## src/sv/pal_pkg.sv

```systemverilog
`timescale 1ns / 1ps
`default_nettype none

package pal_pkg;

  localparam int DEPTH_DEF = 16;

  localparam int DATA_W   = 32;
  localparam int REQ_W    = 3;
  localparam int POS_W    = 5;
  localparam int STATUS_W = 2;
  localparam int FOUND_W  = 4;
  localparam int COUNT_W  = 5;

  localparam logic [REQ_W-1:0] REQ_APPEND = 3'd0;
  localparam logic [REQ_W-1:0] REQ_REMOVE = 3'd1;
  localparam logic [REQ_W-1:0] REQ_INSERT = 3'd2;
  localparam logic [REQ_W-1:0] REQ_ERASE  = 3'd3;
  localparam logic [REQ_W-1:0] REQ_FIND   = 3'd4;

  localparam logic [STATUS_W-1:0] STAT_OK        = 2'd0;
  localparam logic [STATUS_W-1:0] STAT_FULL      = 2'd1;
  localparam logic [STATUS_W-1:0] STAT_INVALID   = 2'd2;
  localparam logic [STATUS_W-1:0] STAT_NOT_FOUND = 2'd3;

endpackage

`default_nettype wire

```

## src/sv/pal_store.sv

```systemverilog
`timescale 1ns / 1ps
`default_nettype none

module pal_store #(
  parameter int DEPTH = pal_pkg::DEPTH_DEF,
  localparam int AW   = $clog2(DEPTH)
) (
  input  wire logic                       clk_i,
  input  wire logic                       we_i,
  input  wire logic [AW-1:0]              waddr_i,
  input  wire logic [pal_pkg::DATA_W-1:0] wdata_i,
  input  wire logic [AW-1:0]              raddr_i,
  output logic      [pal_pkg::DATA_W-1:0] rdata_o
);

  logic [pal_pkg::DATA_W-1:0] mem [DEPTH];

  always_ff @(posedge clk_i) begin
    if (we_i) begin
      mem[waddr_i] <= wdata_i;
    end
    rdata_o <= mem[raddr_i];
  end

endmodule

`default_nettype wire

```

## src/sv/positional_array_list_top.sv

```systemverilog
`timescale 1ns / 1ps
`default_nettype none

// Ordered list of signed words in a one-port-read, one-port-write store.
// Append, remove and rejected requests finish in the idle state; insert reads then writes
// each moved entry before writing the new one; erase reads then writes each moved entry;
// find reads then checks each compared entry. The longest request is a find over a full list.
// One request at a time; the next is taken once the result is in the output register.
// Reset empties the list (count zero); store contents are not cleared.

module positional_array_list_top #(
  parameter int DEPTH = pal_pkg::DEPTH_DEF
) (
  input  wire logic                         clk_i,
  input  wire logic                         rst_ni,
  input  wire logic                         in_valid_i,
  output logic                              in_ready_o,
  input  wire logic [pal_pkg::REQ_W-1:0]    req_type_i,
  input  wire logic [pal_pkg::POS_W-1:0]    position_i,
  input  wire logic signed [pal_pkg::DATA_W-1:0] item_value_i,
  output logic                              out_valid_o,
  input  wire logic                         out_ready_i,
  output logic [pal_pkg::STATUS_W-1:0]      status_o,
  output logic [pal_pkg::FOUND_W-1:0]       found_index_o,
  output logic [pal_pkg::COUNT_W-1:0]       entry_count_o
);

  localparam int AW   = $clog2(DEPTH);
  localparam int CW   = $clog2(DEPTH + 1);
  localparam int CMPW = (CW > pal_pkg::POS_W) ? CW : pal_pkg::POS_W;

  localparam logic [3:0] S_IDLE     = 4'd0;
  localparam logic [3:0] S_INS_RD   = 4'd1;
  localparam logic [3:0] S_INS_WR   = 4'd2;
  localparam logic [3:0] S_INS_LAST = 4'd3;
  localparam logic [3:0] S_ERA_RD   = 4'd4;
  localparam logic [3:0] S_ERA_WR   = 4'd5;
  localparam logic [3:0] S_FND_RD   = 4'd6;
  localparam logic [3:0] S_FND_CHK  = 4'd7;
  localparam logic [3:0] S_DONE     = 4'd8;

  logic [3:0]    state_q, state_d;
  logic [CW-1:0] cnt_q, cnt_d;
  logic [CW-1:0] idx_q, idx_d;
  logic [CW-1:0] pos_q, pos_d;
  logic [pal_pkg::DATA_W-1:0] val_q, val_d;
  logic [pal_pkg::STATUS_W-1:0] pend_stat_q, pend_stat_d;
  logic [CW-1:0] pend_idx_q, pend_idx_d;

  logic out_valid_q, out_valid_d;
  logic [pal_pkg::STATUS_W-1:0] out_stat_q, out_stat_d;
  logic [pal_pkg::FOUND_W-1:0]  out_found_q, out_found_d;
  logic [pal_pkg::COUNT_W-1:0]  out_cnt_q, out_cnt_d;

  logic                       mem_we;
  logic [AW-1:0]              mem_wa, mem_ra;
  logic [pal_pkg::DATA_W-1:0] mem_wd, mem_rd;

  logic [CMPW-1:0] pos_ext, cnt_ext, pidx_ext, pcnt_ext;
  logic [CW-1:0]   idx_m1, idx_p1;
  logic            accept, full, out_free;

  assign in_ready_o = (state_q == S_IDLE);
  assign accept     = in_valid_i & in_ready_o;
  assign pos_ext    = CMPW'(position_i);
  assign cnt_ext    = CMPW'(cnt_q);
  assign full       = (cnt_q == CW'(DEPTH));
  assign idx_m1     = idx_q - 1'b1;
  assign idx_p1     = idx_q + 1'b1;
  assign out_free   = !out_valid_q || out_ready_i;
  assign pidx_ext   = CMPW'(pend_idx_q);
  assign pcnt_ext   = CMPW'(cnt_q);

  pal_store #(.DEPTH(DEPTH)) u_store (
    .clk_i   (clk_i),
    .we_i    (mem_we),
    .waddr_i (mem_wa),
    .wdata_i (mem_wd),
    .raddr_i (mem_ra),
    .rdata_o (mem_rd)
  );

  assign mem_ra = (state_q == S_INS_RD) ? idx_m1[AW-1:0] : idx_q[AW-1:0];

  always_comb begin
    state_d     = state_q;
    cnt_d       = cnt_q;
    idx_d       = idx_q;
    pos_d       = pos_q;
    val_d       = val_q;
    pend_stat_d = pend_stat_q;
    pend_idx_d  = pend_idx_q;
    out_valid_d = out_valid_q && !out_ready_i;
    out_stat_d  = out_stat_q;
    out_found_d = out_found_q;
    out_cnt_d   = out_cnt_q;
    mem_we      = 1'b0;
    mem_wa      = idx_q[AW-1:0];
    mem_wd      = mem_rd;

    case (state_q)
      S_IDLE: begin
        if (accept) begin
          pend_stat_d = pal_pkg::STAT_OK;
          pend_idx_d  = '0;
          val_d       = item_value_i;
          state_d     = S_DONE;
          case (req_type_i)
            pal_pkg::REQ_APPEND: begin
              if (full) begin
                pend_stat_d = pal_pkg::STAT_FULL;
              end else begin
                mem_we = 1'b1;
                mem_wa = cnt_q[AW-1:0];
                mem_wd = item_value_i;
                cnt_d  = cnt_q + 1'b1;
              end
            end
            pal_pkg::REQ_REMOVE: begin
              if (cnt_q == '0) begin
                pend_stat_d = pal_pkg::STAT_INVALID;
              end else begin
                cnt_d = cnt_q - 1'b1;
              end
            end
            pal_pkg::REQ_INSERT: begin
              if (pos_ext > cnt_ext) begin
                pend_stat_d = pal_pkg::STAT_INVALID;
              end else if (full) begin
                pend_stat_d = pal_pkg::STAT_FULL;
              end else begin
                pos_d   = CW'(pos_ext);
                idx_d   = cnt_q;
                state_d = (pos_ext == cnt_ext) ? S_INS_LAST : S_INS_RD;
              end
            end
            pal_pkg::REQ_ERASE: begin
              if (pos_ext >= cnt_ext) begin
                pend_stat_d = pal_pkg::STAT_INVALID;
              end else if (pos_ext + 1'b1 == cnt_ext) begin
                cnt_d = cnt_q - 1'b1;
              end else begin
                idx_d   = CW'(pos_ext) + 1'b1;
                state_d = S_ERA_RD;
              end
            end
            pal_pkg::REQ_FIND: begin
              if (cnt_q == '0) begin
                pend_stat_d = pal_pkg::STAT_NOT_FOUND;
              end else begin
                idx_d   = '0;
                state_d = S_FND_RD;
              end
            end
            default: begin
              pend_stat_d = pal_pkg::STAT_INVALID;
            end
          endcase
        end
      end
      S_INS_RD: begin
        state_d = S_INS_WR;
      end
      S_INS_WR: begin
        // move entry idx-1 up to idx
        mem_we  = 1'b1;
        mem_wa  = idx_q[AW-1:0];
        mem_wd  = mem_rd;
        idx_d   = idx_m1;
        state_d = (idx_m1 == pos_q) ? S_INS_LAST : S_INS_RD;
      end
      S_INS_LAST: begin
        mem_we  = 1'b1;
        mem_wa  = pos_q[AW-1:0];
        mem_wd  = val_q;
        cnt_d   = cnt_q + 1'b1;
        state_d = S_DONE;
      end
      S_ERA_RD: begin
        state_d = S_ERA_WR;
      end
      S_ERA_WR: begin
        // move entry idx down to idx-1
        mem_we = 1'b1;
        mem_wa = idx_m1[AW-1:0];
        mem_wd = mem_rd;
        if (idx_p1 == cnt_q) begin
          cnt_d   = cnt_q - 1'b1;
          state_d = S_DONE;
        end else begin
          idx_d   = idx_p1;
          state_d = S_ERA_RD;
        end
      end
      S_FND_RD: begin
        state_d = S_FND_CHK;
      end
      S_FND_CHK: begin
        if (mem_rd == val_q) begin
          pend_idx_d = idx_q;
          state_d    = S_DONE;
        end else if (idx_p1 == cnt_q) begin
          pend_stat_d = pal_pkg::STAT_NOT_FOUND;
          state_d     = S_DONE;
        end else begin
          idx_d   = idx_p1;
          state_d = S_FND_RD;
        end
      end
      S_DONE: begin
        // hold until the output register is free
        if (out_free) begin
          out_valid_d = 1'b1;
          out_stat_d  = pend_stat_q;
          out_found_d = pidx_ext[pal_pkg::FOUND_W-1:0];
          out_cnt_d   = pcnt_ext[pal_pkg::COUNT_W-1:0];
          state_d     = S_IDLE;
        end
      end
      default: begin
        state_d = S_IDLE;
      end
    endcase
  end

  always_ff @(posedge clk_i or negedge rst_ni) begin
    if (!rst_ni) begin
      state_q     <= S_IDLE;
      cnt_q       <= '0;
      out_valid_q <= 1'b0;
    end else begin
      state_q     <= state_d;
      cnt_q       <= cnt_d;
      out_valid_q <= out_valid_d;
    end
  end

  always_ff @(posedge clk_i) begin
    idx_q       <= idx_d;
    pos_q       <= pos_d;
    val_q       <= val_d;
    pend_stat_q <= pend_stat_d;
    pend_idx_q  <= pend_idx_d;
    out_stat_q  <= out_stat_d;
    out_found_q <= out_found_d;
    out_cnt_q   <= out_cnt_d;
  end

  assign out_valid_o   = out_valid_q;
  assign status_o      = out_stat_q;
  assign found_index_o = out_found_q;
  assign entry_count_o = out_cnt_q;

endmodule

`default_nettype wire

```

## config.mk

```make
export PLATFORM = sky130hd
export DESIGN_NAME = positional_array_list_top
export DESIGN_NICKNAME = d
export VERILOG_FILES = /design/src/sv/pal_pkg.sv /design/src/sv/pal_store.sv /design/src/sv/positional_array_list_top.sv
export SDC_FILE = /design/constraint.sdc
export NUM_CORES = 1
export LEC_CHECK = 0
export BUFFER_PORTS_ARGS = -buffer_cell sky130_fd_sc_hd__buf_2
export CAP_MARGIN = 0
export CORE_AREA = 5 5 254 256
export CTS_CLUSTER_DIAMETER = 40
export DETAILED_ROUTE_END_ITERATION = 12
export DIE_AREA = 0 0 259 261
export PLACE_DENSITY = 0.58
export SETUP_SLACK_MARGIN = 0.1
export SYNTH_ARGS = -nofsm -noshare
export SYNTH_HDL_FRONTEND = slang
export SYNTH_HIERARCHICAL = 1
export SYNTH_SLANG_ARGS = --single-unit
```

## constraint.sdc

```tcl
create_clock -name clk_i -period 10.9 [get_ports clk_i]
set_clock_uncertainty 0.2 [all_clocks]
set_input_delay 1.09 -clock clk_i [delete_from_list [all_inputs] [get_ports clk_i]]
set_output_delay 1.09 -clock clk_i [all_outputs]
set_load 0.02 [all_outputs]
```

Yosys cells after proc, flatten, opt, wreduce, memory -nomap -nowiden
Memory sizes are Yosys's and may differ from the RTL's. A register that Yosys moved wholly into a read port is not among the register bits. Cells that the tools add are included.

Equality and inequality tests: 34. Bitwise gates (word level): 3. Add/subtract/negate cells: 5. Order comparisons: 2. Mux-type cells: 62. Reduce and logical (&&, ||, !) cells: 19.

Operators by type and width (count): 32-bit 2-to-1 mux (3); 5-bit 2-to-1 mux (14); 4-bit 2-to-1 mux (16); 32-bit one-hot mux with 2 select lines (1); 5-bit one-hot mux with 3 select lines (3); 4-bit one-hot mux with 9 select lines (1); 32-bit equality test (1); 3-bit inequality test (second input constant) (8); 4-bit one-hot mux with 3 select lines (2); 5-bit equality test (4); 5-bit one-hot mux with 4 select lines (1); 2-bit 2-to-1 mux (9); 4-bit by 3-bit equality test with 1-bit output (second input constant) (4); 5-bit by 1-bit adder with 5-bit output (second input constant) (3); 2-bit inequality test (second input constant) (5); 2-bit one-hot mux with 5 select lines (1); 5-bit by 1-bit subtractor with 5-bit output (second input constant) (2); 9-bit AND reduction (1); 4-bit by 2-bit equality test with 1-bit output (second input constant) (2); 1-bit 2-to-1 mux (8); 4-bit by 1-bit inequality test with 1-bit output (second input constant) (2); 4-bit one-hot mux with 2 select lines (1); 8-bit AND reduction (1); 3-bit by 2-bit equality test with 1-bit output (second input constant) (2); other kinds (26) (30).

Bits in registers: 69. Word-level logic and storage cells: 137. RAM bits: 512. Memories: 1.

Memory list: u_store.mem (depth 16, bits a word 32, rd ports 1, clocked after memory_dff 1, wr ports 1, RTL line pal_store.sv:16) `logic [pal_pkg::DATA_W-1:0] mem [DEPTH];`.

Longest topological paths before layout
Depth after elaboration: 7. Gate-level depth with buffers: 11.

Modules after synthesis
Netlist, hierarchy kept.

Modules (own cells, without submodules): pal_store (cells each 838, seq. area each 16015.4 um2, times used 1, area an instance 19835.3 um2); positional_array_list_top (cells each 472, seq. area each 2021.9 um2, times used 1, area an instance 4576.9 um2).

Least setup slack after synthesis
Ideal clock, no wire load.

Path kind: input port to flip-flop. From: in req_type_i[2] (netlist bit). To: mem u_store/mem[0][0] (netlist bit), enable pin. Arrival: 4.942 ns. Library setup time: 0.461 ns. Cell stages on the path: 8. Setup slack: 5.297 ns. Cell sequence: clkbuf_1 > nor3_1 > and4_1 > buf_2 > buf_2 > o211ai_1 > or3b_2 > nor3_1.

Elaborated cells on any way between the ends: 9.

RTL lines: start: declaration (RTL line positional_array_list_top.sv:18) `input wire logic [pal_pkg::REQ_W-1:0] req_type_i,`; 3-bit logical NOT (RTL line positional_array_list_top.sv:108) `case (req_type_i)`; 4-bit 2-to-1 mux (RTL line positional_array_list_top.sv:108); 4-bit 2-to-1 mux (RTL line positional_array_list_top.sv:103) `if (accept) begin`; 4-bit one-hot mux with 3 select lines (RTL line positional_array_list_top.sv:101) `case (state_q)`; via mem_wa[3] (RTL line positional_array_list_top.sv:56) `logic [AW-1:0] mem_wa, mem_ra;`; end: declaration (RTL line pal_store.sv:16).

The timed path passes the listed nets, and every way through them passes these cells.

Worst setup path in the final report
From: reg state_q[2]. To: mem u_store/mem[10][21] (netlist bit), enable pin.

Elaborated cells on any way between the ends: 12.

RTL lines: start: declaration (RTL line positional_array_list_top.sv:42) `logic [3:0] state_q, state_d;`; start signal: assignment (RTL line positional_array_list_top.sv:232) `state_q <= state_d;`; 4-bit logical NOT (RTL line positional_array_list_top.sv:63, positional_array_list_top.sv:101); 1-bit bitwise AND (RTL line positional_array_list_top.sv:64) `assign accept = in_valid_i & in_ready_o;`; 4-bit 2-to-1 mux (RTL line positional_array_list_top.sv:103); 4-bit one-hot mux with 3 select lines (*) (RTL line positional_array_list_top.sv:101); via mem_wa[0] (RTL line positional_array_list_top.sv:56).

The timed path passes the listed nets; every way through them passes the cells marked *.

==> results.toml <==
[clock_tree]
cts_tree = "yes"
post_cts.repair.setup_buffers = 0
htreeDepth = 3
cts.path.max_buffers = 3
numClockSinks = 613
worstSkewPairLatency_ns = 0.65
ctsRootBufferMaster = "clkbuf_16"
clk_pin_slew_ns = 0.05
hold_buffers = 0
cts_buffers = 98
ctsResizeCount = 0

[timing]
fin_crit_ns = 4.60
max_slew_margin = 0.179
layout_worst_path_cycle_share = 0.422
hold_viol_final = 0
tns_ns = 0
drv_slew = 0
max_freq_ghz = 0.217
finalSetupViolations = 0
rsz0062_at_grt = "false"
worst_slew_pin_slew_ns = 1.23

[synthesis]
synth_top_area_share = 0.702
synth_cells = 1310
synth_area_leaders = "edfxtp_1 (70%), mux4_2 (12%), a22oi_1 (3.0%)"
ys.flop_type = "edfxtp_1"
synth_fp_nets = 1365
syn_area_um2 = 24400
synth_top_cell_by_area = "edfxtp_1"
synth-warning-count = 6
synth_most_common_cell = "edfxtp_1"
synthArstFlopShare = 0.0163
netlist-cell-type-count = 66
syn_avg_cell_area_um2 = 18.6
synth_common_cells = "edfxtp_1 (571), mux4_2 (128), nand2_1 (118)"
synth_edf_count = 571
ys_seq_area_frac = 0.739
yosys_register_bits = 613

[routing]
vias_per_cell = 5.40
drt_iter0_drc = 955
wirelength_um = 57300
vias = 12700
ant_nets = 0
routedWlPerCell_um = 24.4
dr.pass1.iters = 5
drc = 0

[floorplanning]
die_area_um2 = 67600
core-area_um2 = 62300
dieWidth_um = 259
fp.dieH_um = 261
rows = 92
ios = 57
start_util = 0.392

[placed_design]
io_buffers = 56
post-dp-hpwl_um = 32800
gp_congestion = 0.791
dp.cells = 2167

[critical_path]
r2r_slack_ns = 6.30
endpoint_kind = "flip-flop"
critPathKind = "flip-flop to flip-flop"
crit_path_start_kind = "flip-flop"
crit_path_top_delay_cell = "nor2_4"
cpPeakStageDelay_ns = 0.62
crit_arrival_ns = 4.69
required_ns = 10.99
crit_chain = "nor4_4 > and4_2 > buf_4 > nor2_4 > nand3_1 > o21ai_0 > a221o_1 > nand2b_1 > nor2_4 > buf_4"
worstPathMaxFanout = 39

[finish]
syn2layout_area_growth_pct = 19.8
utilization = 0.470
fin_cells = 2353
diodes = 0
drive_gt1_frac = 0.280
fin_nets = 1476

[global_route]
grt_pass1_vias = 13200
grt_start_max_net_pins = 81
grtUsageTotal = 0.170
grt_pass1_wl_um = 85800
grt_overflow = 0
grt_antenna_before_repair = 0

[power_and_ir_drop]
p_per_area_nw_per_um2 = 318
leakage_nw = 9.66
ir_drop_uv = 206

[outcome]
outcome = "finished clean"

[hold_path]
hold_class = "input port to asynchronous set/reset pin"

[run]
max_cap_violations = 0
==> logic make-up after synthesis <==
kind of cell    after synthesis  share of synthesized area
flops                       613                      0.739
simple gates                244                     0.0481
compound gates              165                     0.0486
mux                         129                      0.118
buf+inv                      84                     0.0156
xor+xnor                     64                     0.0247
fa+ha+maj                    11                    0.00564
==> path summary, 6_finish.rpt <==
kind / startpoint / cells past startpoint / to
worst max-delay path: state_q[2] / 10 / u_store/mem[10][21]
worst min-delay path: rst_ni / 1 / state_q[0]
worst max register to register: state_q[2] / 10 / u_store/mem[10][21]
worst min register to register: pend_stat_q[0] / 0 / status_o[0]
max in group asynchronous: rst_ni / 1 / cnt_ext[0]
min in group clk_i: pend_stat_q[0] / 0 / status_o[0]
==> sequential cells by signal, summed over array words and instances, names as in the netlist <==
signal and flops:
u_store/mem 512, cnt_ext 5, status_o 2, out_valid_o 1, state_q 4, pend_idx_q 4, val_q 32, entry_count_o 5
pos_q 5, u_store/rdata_o 32, pend_stat_q 2, idx_q 5, found_index_o 4
==> routing by layer <==
metal  up-vias  GRT usage  wire length, um
met4         0     0.0423             1000
met3        80     0.0414             3510
li1       5564          -                -
met5         -          0                0
met1      6664      0.234            24700
met2       397      0.277            28100
==> placed cells by master (no fill, tap or decap), drive strengths merged, types with 13 or more instances in the layout <==
cell      synthesis  layout
a21oi            23      23
a22oi            98      98
buf              41      84
clkbuf           32     115
clkinv            0      27
clkinvlp          0      15
dfxtp            32      32
edfxtp          571     571
inv              11      30
mux4            128     128
nand2           119     119
nand3            15      15
nand4            13      13
nor2             42      42
o21ai            14      14
xnor2            50      50
==> cell type report <==
cell class	instances	area (um2)
fill	5233	33000
sequential	613	18000
multi-input combinational	613	6170
clock buffer	115	2590
tap	846	1060
clock inverter	71	846
timing repair buffer	84	503
inverter	11	41.3
==> where the power goes <==
group          switching (mW)  leakage [nW]  internal (mW)
clock                    1.16          1.63           1.98
sequential              0.175          5.57           3.22
combinational            1.67          2.45           1.11
total                    3.01          9.66           6.31
==> worst max-delay path: cells and delay by family (launching register included) <==
family / cells / cell delay, ns
flops: 1 / 0.55
compound gates: 2 / 0.50
simple gates: 6 / 1.97
buf+inv: 2 / 1.00
==> stage by stage <==
stage	total power [mW]	setup WS, ns	hold WS (ns)	cell area [um2]
2_1_floorplan	5.42	5.30	0.200	24400
3_3_place_gp	6.22	5.96	0.204	25800
3_5_place_dp	6.27	5.96	0.207	25800
4_1_cts	9.44	6.30	0.111	29200
5_1_grt	9.78	6.05	0.127	29200
6_report	9.31	6.30	0.132	29200
No activity file was read; power rests on OpenSTA's default activity.
